<file path="src/design/sosl_pkg.sv">
// Shared types and constants of the self-organizing symbol list.
package sosl_pkg;

  localparam int SYM_W = 8;
  localparam int CNT_W = 9;

  localparam logic [1:0] OP_ACCESS = 2'd0;
  localparam logic [1:0] OP_READ   = 2'd1;
  localparam logic [1:0] OP_CLEAR  = 2'd2;

  localparam logic [1:0] UPD_NONE   = 2'd0;
  localparam logic [1:0] UPD_MTF    = 2'd1;
  localparam logic [1:0] UPD_SWAP   = 2'd2;
  localparam logic [1:0] UPD_APPEND = 2'd3;

  typedef struct packed {
    logic             en;
    logic             access;
    logic [SYM_W-1:0] sym;
    logic [CNT_W-1:0] ridx;
    logic [CNT_W-1:0] count;
  } sosl_cmp_t;

  typedef struct packed {
    logic             en;
    logic [1:0]       kind;
    logic [SYM_W-1:0] sym;
    logic [CNT_W-1:0] found;
    logic [CNT_W-1:0] count;
  } sosl_upd_t;

endpackage

</file>
<file path="src/design/sosl_cell.sv">
// One list cell: holds a symbol, compares it and takes part in reordering.
module sosl_cell #(
  parameter int CELL_IDX = 0
) (
  input  logic                        clk_i,
  input  logic                        rst_ni,
  input  sosl_pkg::sosl_cmp_t         cmp_i,
  input  sosl_pkg::sosl_upd_t         upd_i,
  input  logic [sosl_pkg::SYM_W-1:0]  left_sym_i,
  output logic [sosl_pkg::SYM_W-1:0]  sym_o,
  output logic                        match_o
);

  localparam logic [sosl_pkg::CNT_W-1:0] MyIdx = sosl_pkg::CNT_W'(CELL_IDX);

  logic [sosl_pkg::SYM_W-1:0] sym_q, sym_d;
  logic                       match_q, match_d;
  logic                       in_list;

  assign in_list = MyIdx < cmp_i.count;

  always_comb begin
    match_d = 1'b0;
    if (cmp_i.en) begin
      if (cmp_i.access) begin
        match_d = in_list && (sym_q == cmp_i.sym);
      end else begin
        match_d = in_list && (MyIdx == cmp_i.ridx);
      end
    end
  end

  always_comb begin
    sym_d = sym_q;
    if (upd_i.en) begin
      case (upd_i.kind)
        sosl_pkg::UPD_MTF: begin
          if (MyIdx == '0) begin
            sym_d = upd_i.sym;
          end else if (MyIdx <= upd_i.found) begin
            sym_d = left_sym_i;
          end
        end
        sosl_pkg::UPD_SWAP: begin
          if (MyIdx == upd_i.found - 1'b1) begin
            sym_d = upd_i.sym;
          end else if (MyIdx == upd_i.found) begin
            sym_d = left_sym_i;
          end
        end
        sosl_pkg::UPD_APPEND: begin
          if (MyIdx == upd_i.count) begin
            sym_d = upd_i.sym;
          end
        end
        default: sym_d = sym_q;
      endcase
    end
  end

  always_ff @(posedge clk_i or negedge rst_ni) begin
    if (!rst_ni) begin
      match_q <= 1'b0;
    end else begin
      match_q <= match_d;
    end
  end

  always_ff @(posedge clk_i) begin
    sym_q <= sym_d;
  end

  assign sym_o   = sym_q;
  assign match_o = match_q;

endmodule

</file>
<file path="config.mk">
export PLATFORM = sky130hd
export DESIGN_NAME = sosl_cell
export DESIGN_NICKNAME = d
export VERILOG_FILES = /design/src/design/sosl_pkg.sv /design/src/design/sosl_cell.sv
export SDC_FILE = /design/constraint.sdc
export NUM_CORES = 1
export LEC_CHECK = 0
export BUFFER_PORTS_ARGS = -buffer_cell sky130_fd_sc_hd__buf_2
export CORE_ASPECT_RATIO = 1.1
export CORE_MARGIN = 3
export CORE_UTILIZATION = 34
export CTS_BUF_LIST = sky130_fd_sc_hd__clkbuf_4 sky130_fd_sc_hd__clkbuf_8 sky130_fd_sc_hd__clkbuf_16
export CTS_CLUSTER_DIAMETER = 150
export DETAILED_ROUTE_END_ITERATION = 12
export GPL_TIMING_DRIVEN = 1
export PLACE_DENSITY = 0.84
export SETUP_SLACK_MARGIN = 0.2
export SYNTH_ARGS = -nofsm -noshare
export SYNTH_HDL_FRONTEND = slang
export SYNTH_SLANG_ARGS = --single-unit
</file>
<file path="constraint.sdc">
create_clock -name clk_i -period 3.09 [get_ports clk_i]
set_input_delay 0.618 -clock clk_i [delete_from_list [all_inputs] [get_ports clk_i]]
set_output_delay 0.618 -clock clk_i [all_outputs]
set_load 0.01 [all_outputs]
</file>
==> results of run 1 <==
-- power groups by stage --
stage | combinational [mW] | sequential (mW) | clock [mW]
2_1_floorplan | 0.0308 | 0.149 | 0
3_3_place_gp | 0.0830 | 0.146 | 0
3_5_place_dp | 0.0851 | 0.146 | 0
4_1_cts | 0.0854 | 0.143 | 0.0963
5_1_grt | 0.0929 | 0.144 | 0.103
6_report | 0.0838 | 0.143 | 0.0926
-- cell usage in the layout (no fill, tap or decap), drive strengths merged --
| cell | count |
|---|---|
| nor2 | 4 |
| nand3 | 1 |
| or3 | 1 |
| inv | 1 |
| buf | 76 |
| or4 | 2 |
| clkbuf | 4 |
| mux2 | 8 |
| edfxtp | 8 |
| o41ai | 1 |
| a31oi | 1 |
| nor4 | 5 |
| nor3 | 2 |
| nand2 | 1 |
| dfrtp | 1 |
| nand2b | 2 |
| nand4 | 1 |
| a21oi | 2 |
| nand4b | 1 |
| xor2 | 8 |
-- routing by layer --
layer  global-route usage  wire length, um
met5                    0                0
met3               0.0493              372
met1                0.107              482
met4               0.0829               25
met2                0.231              730
-- cell type report --
class	instances	share of cell area
repair buffers	76	0.362
multi-input cells	40	0.336
inverters	1	0.00355
clock buffers	4	0.0284
flip-flops and latches	9	0.251
well taps	17	0.0201
-- worst reg2reg max path: stages (launching register included) --
cell      delay, ns
edfxtp_1       0.40
xor2_1         0.16
nor4_1         0.34
nand3_1        0.12
a21oi_1        0.13
-- per-stage QoR --
| stage | hold WS [ns] | instance area [um2] | power [mW] | std cells |
|---|---|---|---|---|
| 2_1_floorplan | 0.322 | 624 | 0.179 | 50 |
| 3_3_place_gp | 0.393 | 1030 | 0.229 | 143 |
| 3_5_place_dp | 0.395 | 1030 | 0.231 | 143 |
| 4_1_cts | 0.121 | 1060 | 0.325 | 147 |
| 5_1_grt | 0.114 | 1060 | 0.339 | 147 |
| 6_report | 0.128 | 1060 | 0.320 | 147 |
-- worst min path at each step --
stage | from | slack (ns) | to
2_1_floorplan | rst_ni | 0.32 | match_o
3_3_place_gp | rst_ni | 0.39 | match_o
3_5_place_dp | rst_ni | 0.39 | match_o
4_1_cts | rst_ni | 0.12 | match_o
5_1_grt | rst_ni | 0.11 | match_o
6_report | rst_ni | 0.13 | match_o
-- state kept, by name, summed over array words and instances, names as in the netlist --
signal	flops
sym_o	8
match_o	1
-- kinds of logic after synthesis --
group	after synthesis	synth area share
buffers and inverters	1	0.00601
muxes	8	0.192
and+or+nand+nor	20	0.206
xor gates and xnor gates	8	0.112
AOI/OAI and AO/OA	4	0.0581
DFF	9	0.425
==> run_results.csv, run 1 <==
group,metric,value,unit
critical_path,cpMaxStageDelayCell,"or4_4",
floorplanning,die_y,50.9,um
place,place.gp.congestion,0.672,
critical_path,critPathCaptureType,"flip-flop",
run,maxCapViolations,0,
power,swShare,0.211,
synth,synth_nets,117,
synth,seq_area_frac_synth,0.425,
floorplanning,dieWidth,46.9,um
timing,hold_viol_final,0,
critical_path,rrSetupSlack,1.88,ns
critical_path,r2r_cells,4,
global_route,grt_first_pass_wirelength,2120,um
floorplanning,pin_count,76,
clock_network,cts_max_level,1,
global_route,antenna_found_initial,0,
floorplanning,core,0.00165,mm2
final_layout,diodes,0,
critical_path,path_cells,"buf_2 > or4_4 > or3_1 > a31oi_1 > buf_4",
final_layout,area.growth.synth_to_final,69.5,%
routing,drc,0,
clock_network,cts_tree,"built",
clock_network,cts-root-buf,"clkbuf_4",
timing,tightestPinTransition,0.370,ns
final_layout,fin_nets,198,
synth,yosys-top-cells-area,"edfxtp_1 38%, mux2_4 19%, xor2_1 11%, nor4_1 5.0%, dfrtp_1 4.0%",
timing,rsz0062_at_grt,"no",
timing,clock_skew,0.00812,ns
synth,synth.largest_area_cell,"edfxtp_1",
power,switching_power,0.0676,mW
floorplanning,dieArea,0.00239,mm2
timing,period_share,0.646,
final_layout,fillCellCount,135,
critical_path,path_class,"input pin to flip-flop",
clock_network,postCtsSetupBuffers,0,
place,hpwl,1520,um
timing,report.final.slew_viol_count,0,
clock_network,max-clock-path-buffers,2,
timing,finalSetupViolCount,0,
timing,fin_crit,2.00,ns
clock_network,cts_resized,0,
power,internal_power,0.252,mW
synth,synth-main-ff-cell,"edfxtp_1",
critical_path,cp.required,3.05,ns
power,p_seq_frac,0.448,
synth,synth_commonest_cells,"8 x edfxtp_1, 8 x mux2_4, 8 x xor2_1",
routing,wl,1610,um
routing,dr.pass1.iters,2,
timing,max_slew_margin,0.753,
power,peakVddDrop,0.169,mV
synth,synth_seq_cells,9,
status,run_status,"finished clean",
synth,synth_cell_types,20,
critical_path,cp_num_buf_inv,2,
synth,syn-instance-count,50,
clock_network,insertion_delay,0.25,ns
synth,yosysTopAreaCellShare,0.385,
critical_path,crit_arrival,1.95,ns
critical_path,cp-endpoint,"sym_o[5]",
synth,mappedNetlistArea,624,um2
global_route,overflow,0,
timing,fmax,501,MHz
critical_path,path_depth,5,
clock_network,clk_pin_slew,0.06,ns
min_path,hp-class,"input pin to asynchronous set/reset pin",
power,p_leak,0.537,nW
synth,syn_avg_cell_area,12.5,um2
power,clkPwrFrac,0.290,
critical_path,cpPeakStageDelay,0.54,ns
routing,wl_per_cell,11.0,um
power,combPwrFrac,0.262,
floorplanning,rows,15,
critical_path,r2r-start,"sym_o[5]",
timing,timing.setup.tns,0,ns
final_layout,seq_area,265,um2
clock_network,cts_hold_buffers,0,
routing,detail_route.iter0.violations,1,
synth,synthArstFlopShare,0.111,
critical_path,critPathMaxFanout,8,
place,post-place-ws,0.830,ns
floorplanning,initial_core_util,0.378,
final_layout,final_core_utilization,0.641,
place,numPortBuffers,75,
power,powerDensity,302,mW/mm2
global_route,first_global_vias,622,
global_route,grt_usage,0.128,
clock_network,clkSinkCount,9,
critical_path,cp_top_family,"simple AND/OR/NAND/NOR gates",
critical_path,start_kind,"input pin",
final_layout,drive_gt1_frac,0.708,
routing,vias,706,
final_layout,multiInputGateArea,355,um2
synth,synth-edff-count,8,
critical_path,r2r-end,"match_o",
routing,vias_per_cell,4.80,
synth,yosys_warnings,0,
clock_network,cts_made_buffers,3,
routing,antenna_left,0,
critical_path,crit_path_start,"upd_i[14]",
timing,setup_ws,1.09,ns
global_route,grt_max_degree,9,
Note: power is estimated with default switching activity, not from simulation.
==> run 2: changes to the inputs <==
- CORE_UTILIZATION: 34 -> 29
- PLACE_DENSITY: 0.84 -> 0.77
- clock period: 3.09 -> 1.7 ns (I/O delays scaled with it)
==> run 2 against run 1 <==
Against the previous run: first-iteration DRC count down 100%; global-route usage is 0.22 points lower; combinational power up 92%; critical endpoint is now sym_o[4].
==> run_results.csv, run 2 (synthesis results as in run 1) <==
group,metric,value,unit
clock_network,postCtsSetupBuffers,0,
final_layout,finalInstanceArea,0.00112,mm2
floorplanning,dieWidth,50.2,um
place,post-place-ws,-0.265,ns
timing,rsz0062_at_grt,"yes",
timing,max_slew_margin,0.754,
global_route,grt_usage,0.125,
critical_path,cp_top_family,"simple AND/OR/NAND/NOR gates",
critical_path,cp.required,1.62,ns
critical_path,cpMaxStageDelayCell,"or4_4",
timing,fmax,591,MHz
routing,vias_per_cell,4.47,
timing,clock_skew,0.00541,ns
critical_path,r2r-end,"match_o",
clock_network,clkSinkCount,9,
final_layout,fin_nets,200,
final_layout,layout_common_cells,"73 x buf_2, 8 x mux2_4, 8 x xor2_1, 8 x edfxtp_1, 5 x nor4_1",
critical_path,path_cells,"buf_6 > or4_4 > or3_4 > a31oi_4",
critical_path,r2r_cells,4,
critical_path,crit_path_start,"upd_i[12]",
power,p_leak,0.551,nW
status,run_status,"finished clean",
final_layout,final_common_cell,"buf_2",
clock_network,clk_pin_slew,0.06,ns
floorplanning,initial_core_util,0.328,
routing,wl,1770,um
global_route,antenna_found_initial,0,
clock_network,cts_made_buffers,3,
clock_network,insertion_delay,0.25,ns
critical_path,cp_num_buf_inv,1,
final_layout,multiInputGateArea,375,um2
floorplanning,pin_count,76,
global_route,grt_first_pass_wirelength,2480,um
clock_network,cts_max_level,1,
critical_path,start_kind,"input pin",
final_layout,largest_reg_flops,8,
floorplanning,dieArea,0.00275,mm2
final_layout,diodes,0,
timing,period_share,0.996,
routing,drc,0,
power,peakVddDrop,0.312,mV
run,maxCapViolations,0,
critical_path,critPathMaxFanout,8,
global_route,first_global_vias,672,
floorplanning,rows,16,
critical_path,critPathCaptureType,"flip-flop",
place,numPortBuffers,75,
timing,tightestPinTransition,0.368,ns
clock_network,max-clock-path-buffers,2,
clock_network,cts-root-buf,"clkbuf_4",
global_route,grt_max_degree,9,
final_layout,fillCellCount,164,
timing,finalSetupViolCount,0,
routing,antenna_left,0,
critical_path,path_depth,4,
timing,fin_crit,1.69,ns
routing,vias,711,
critical_path,rrSetupSlack,0.53,ns
routing,detail_route.iter0.violations,0,
critical_path,cpPeakStageDelay,0.53,ns
place,dpl_cell_area,0.00107,mm2
min_path,hp-class,"input pin to flip-flop",
floorplanning,core,0.00190,mm2
place,place.gp.congestion,0.676,
global_route,overflow,0,
routing,wl_per_cell,11.1,um
timing,hold_viol_final,0,
timing,report.final.slew_viol_count,0,
critical_path,crit_arrival,1.62,ns
timing,setup_ws,0.00688,ns
critical_path,r2r-start,"sym_o[5]",
critical_path,path_class,"input pin to flip-flop",
critical_path,cp-endpoint,"sym_o[4]",
floorplanning,die_y,54.7,um
power,powerDensity,527,mW/mm2
routing,dr.pass1.iters,1,
final_layout,area.growth.synth_to_final,79.6,%
clock_network,cts_tree,"built",
final_layout,seq_area,265,um2
final_layout,drive_gt1_frac,0.720,
place,hpwl,1620,um
## run 2: cell count changes in the layout (fill, tap and decap cells not counted), sizes merged
cell and change:
buf +1, dlygate4sd3 +1
## run 2: stage by stage
step / hold WS [ns] / power [mW] / instances / utilization / TNS [ns]
3_3_place_gp: 0.114 / 0.420 / 154 / 0.562 / -3.55
3_5_place_dp: 0.117 / 0.424 / 154 / 0.562 / -3.82
6_report: 0.334 / 0.590 / 159 / 0.589 / 0
5_1_grt: 0.332 / 0.628 / 159 / 0.589 / -0.168
4_1_cts: 0.326 / 0.600 / 159 / 0.586 / 0
2_1_floorplan: 0.0444 / 0.328 / 50 / - / -1.10
## run 2: what timing repair did
item	4_1_cts	5_1_grt
hold buffers	1	0
endpoints found under the setup margin	16	16
pin swaps	1	3
resized for setup	1	1
hold endpoints to repair	1	0
## run 2: worst min-delay path by stage
stage / start / end / slack (ns) / cells after the start
global route: cmp_i[27] / match_o / 0.33 / 3
CTS: cmp_i[27] / match_o / 0.33 / 3
detailed placement: rst_ni / match_o / 0.12 / 1
global placement: rst_ni / match_o / 0.11 / 1
finish: cmp_i[27] / match_o / 0.33 / 3
floorplan: rst_ni / match_o / 0.04 / 0
## run 2: metal layers
| layer | GRT usage | wire (um) |
|---|---|---|
| met1 | 0.104 | 599 |
| met2 | 0.239 | 783 |
| met3 | 0.0599 | 357 |
| met4 | 0.0829 | 25 |
| met5 | 0 | 0 |
## run 2: worst min-delay path, stage by stage
cell and delay [ns]:
buf_2 0.10, o41ai_1 0.06, a21oi_1 0.04
## run 2: final cells by class
class	instances	share of cell area
multi-input cells	40	0.335
inverters	1	0.00335
well taps	27	0.0301
flip-flops and latches	9	0.237
clock buffers	4	0.0268
repair buffers	78	0.368
## run 2: where the power goes
part | leakage, nW | internal, mW | switching (mW)
clock network | 0.0184 | 0.106 | 0.0628
registers | 0.0875 | 0.255 | 0.00632
logic | 0.445 | 0.104 | 0.0570
==> run 3: changes to the inputs <==
- ABC_AREA: not set -> 1
- CORE_UTILIZATION: 29 -> 31
- CTS_BUF_LIST: sky130_fd_sc_hd__clkbuf_4 sky130_fd_sc_hd__clkbuf_8 sky130_fd_sc_hd__clkbuf_16 -> not set
==> run 3 against run 2 <==
Against the previous run: cell area is 4.7% higher; highest routed layer unchanged; largest power group unchanged; worst setup slack better by 0.44 ns; combinational power is 15% higher; wire length is 11% higher.
==> run_results.csv, run 3 <==
group,metric,value,unit
critical_path,rrSetupSlack,0.75,ns
synth,yosys_warnings,0,
floorplanning,pin_count,76,
routing,dr.pass1.iters,4,
final_layout,drive_gt1_frac,0.478,
timing,hold_viol_final,0,
synth,yosysTopAreaCellShare,0.336,
min_path,hold_start,"cmp_i[26]",
final_layout,fin_nets,250,
clock_network,cts_made_buffers,3,
final_layout,area.growth.synth_to_final,64.0,%
timing,fmax,801,MHz
clock_network,max-clock-path-buffers,2,
synth,yosysMostFrequentCell,"nand2_1",
routing,wl,1960,um
synth,yosys-top-cells-area,"edfxtp_1 34%, nand2_1 18%, nor2_1 10%, nand3_1 7.0%, xnor2_1 6.1%",
clock_network,clk_pin_slew,0.06,ns
floorplanning,rows,17,
timing,report.final.slew_viol_count,0,
floorplanning,die_y,56.4,um
global_route,grt_first_pass_wirelength,3170,um
global_route,grt_usage,0.140,
critical_path,r2r-end,"match_o",
min_path,hp-class,"input pin to flip-flop",
critical_path,critPathCaptureType,"flip-flop",
floorplanning,core,0.00211,mm2
routing,vias_per_cell,4.38,
global_route,overflow,0,
final_layout,final_core_utilization,0.557,
clock_network,clkSinkCount,9,
critical_path,start_kind,"input pin",
clock_network,cts_resized,0,
critical_path,crit_arrival,1.21,ns
routing,vias,920,
min_path,min_delay_path_depth,2,
critical_path,path_cells,"buf_2 > or2_4 > nor2_4 > nand4_1 > a21oi_2 > buf_4",
routing,wl_per_cell,9.33,um
final_layout,layout_common_cells,"75 x buf_2, 35 x nand2_1, 19 x nor2_1, 11 x inv_1, 10 x nand3_1",
clock_network,cts_tree,"built",
synth,mappedNetlistArea,716,um2
critical_path,cp_top_family,"simple AND/OR/NAND/NOR gates",
critical_path,cp_num_buf_inv,2,
place,numPortBuffers,75,
synth,synth-main-ff-cell,"edfxtp_1",
synth,synthArstFlopShare,0.111,
critical_path,critPathMaxFanout,8,
synth,synth_nets,168,
routing,detail_route.iter0.violations,22,
critical_path,path_class,"input pin to flip-flop",
timing,timing.setup.tns,0,ns
synth,synth_seq_cells,9,
status,run_status,"finished clean",
power,powerDensity,517,mW/mm2
critical_path,cp.required,1.66,ns
timing,finalSetupViolCount,0,
power,peakVddDrop,0.359,mV
global_route,antenna_found_initial,0,
critical_path,cpPeakStageDelay,0.25,ns
timing,max_slew_margin,0.834,
min_path,hold_end,"match_o",
timing,fin_crit,1.25,ns
timing,clock_skew,0.00389,ns
place,place.gp.congestion,0.718,
clock_network,cts_max_level,1,
routing,drc,0,
run,maxCapViolations,0,
floorplanning,dieArea,0.00292,mm2
synth,seq_area_frac_synth,0.371,
synth,syn_avg_cell_area,7.09,um2
synth,syn-instance-count,101,
timing,period_share,0.734,
final_layout,diodes,0,
synth,synth_cell_types,16,
critical_path,crit_path_start,"upd_i[12]",
critical_path,cpMaxStageDelayCell,"or2_4",
global_route,first_global_vias,860,
floorplanning,initial_core_util,0.340,
critical_path,r2r_cells,7,
timing,rsz0062_at_grt,"no",
clock_network,insertion_delay,0.25,ns
global_route,grt_max_degree,10,
final_layout,largest_reg_flops,8,
critical_path,path_depth,6,
synth,synth_commonest_cells,"35 x nand2_1, 19 x nor2_1, 11 x inv_1",
final_layout,final_common_cell,"buf_2",
routing,antenna_left,0,
timing,tightestPinTransition,0.249,ns
floorplanning,dieWidth,51.8,um
critical_path,r2r-start,"sym_o[4]",
synth,synth-edff-count,8,
power,p_leak,0.646,nW
synth,synth.largest_area_cell,"edfxtp_1",
clock_network,cts-root-buf,"clkbuf_4",
==> run 3: cell types whose count changed in the layout (fill, tap and decap cells not counted), moves of 5 or more <==
cell     previous run  this run
inv_1               1        11
mux2_4              8         0
nand2_1             1        35
nand3_1             1        10
nor2_1              3        19
nor4_1              5         0
xnor2_1             0         5
xor2_1              8         0
==> run 3: through the flow <==
step	instances	area [um2]	hold slack [ns]	power [mW]	worst slack, ns
after detailed placement	205	1140	0.117	0.458	0.181
final	210	1170	0.259	0.607	0.452
after floorplan	101	719	0.0444	0.351	0.228
after global placement	205	1140	0.116	0.454	0.197
after CTS	210	1170	0.255	0.615	0.451
after global routing	210	1170	0.243	0.665	0.395
==> run 3: power breakdown <==
| group | internal (mW) | switching (mW) | total [mW] | leakage (nW) |
|---|---|---|---|---|
| clock | 0.0897 | 0.0626 | 0.152 | 0.0150 |
| combinational | 0.101 | 0.0837 | 0.185 | 0.545 |
| sequential | 0.260 | 0.00962 | 0.270 | 0.0865 |
==> run 3: cell type report <==
cell class	count	area, um2
well taps	28	35.0
multi-input cells	81	413
repair buffers	77	393
flip-flops and latches	9	265
inverters	11	41.3
fillers	201	932
clock buffers	4	26.3
==> run 3: how the worst max path moves through the flow <==
stage / end / slack [ns]
3_5_place_dp: sym_o[2] / 0.18
4_1_cts: sym_o[0] / 0.45
6_report: sym_o[1] / 0.45
5_1_grt: sym_o[2] / 0.39
3_3_place_gp: sym_o[2] / 0.20
2_1_floorplan: sym_o[0] / 0.23
==> run 3: layer usage <==
metal	track usage	vias to the layer above	routed length, um
met5	0	-	0
met4	0.0562	0	27
met3	0.0477	4	329
met2	0.222	76	813
met1	0.172	360	788
li1	-	480	-
==> run 3: repair_timing <==
item	in CTS	in global routing
hold buffers	1	0
endpoints found under the hold margin	1	0
buffers inserted	0	0
==> run 3: cells by family after synthesis <==
group           count (synthesis)  share of synthesized area
compound gates                  3                     0.0245
xor+xnor                        5                     0.0612
flops                           9                      0.371
simple gates                   73                      0.486
buf+inv                        11                     0.0577
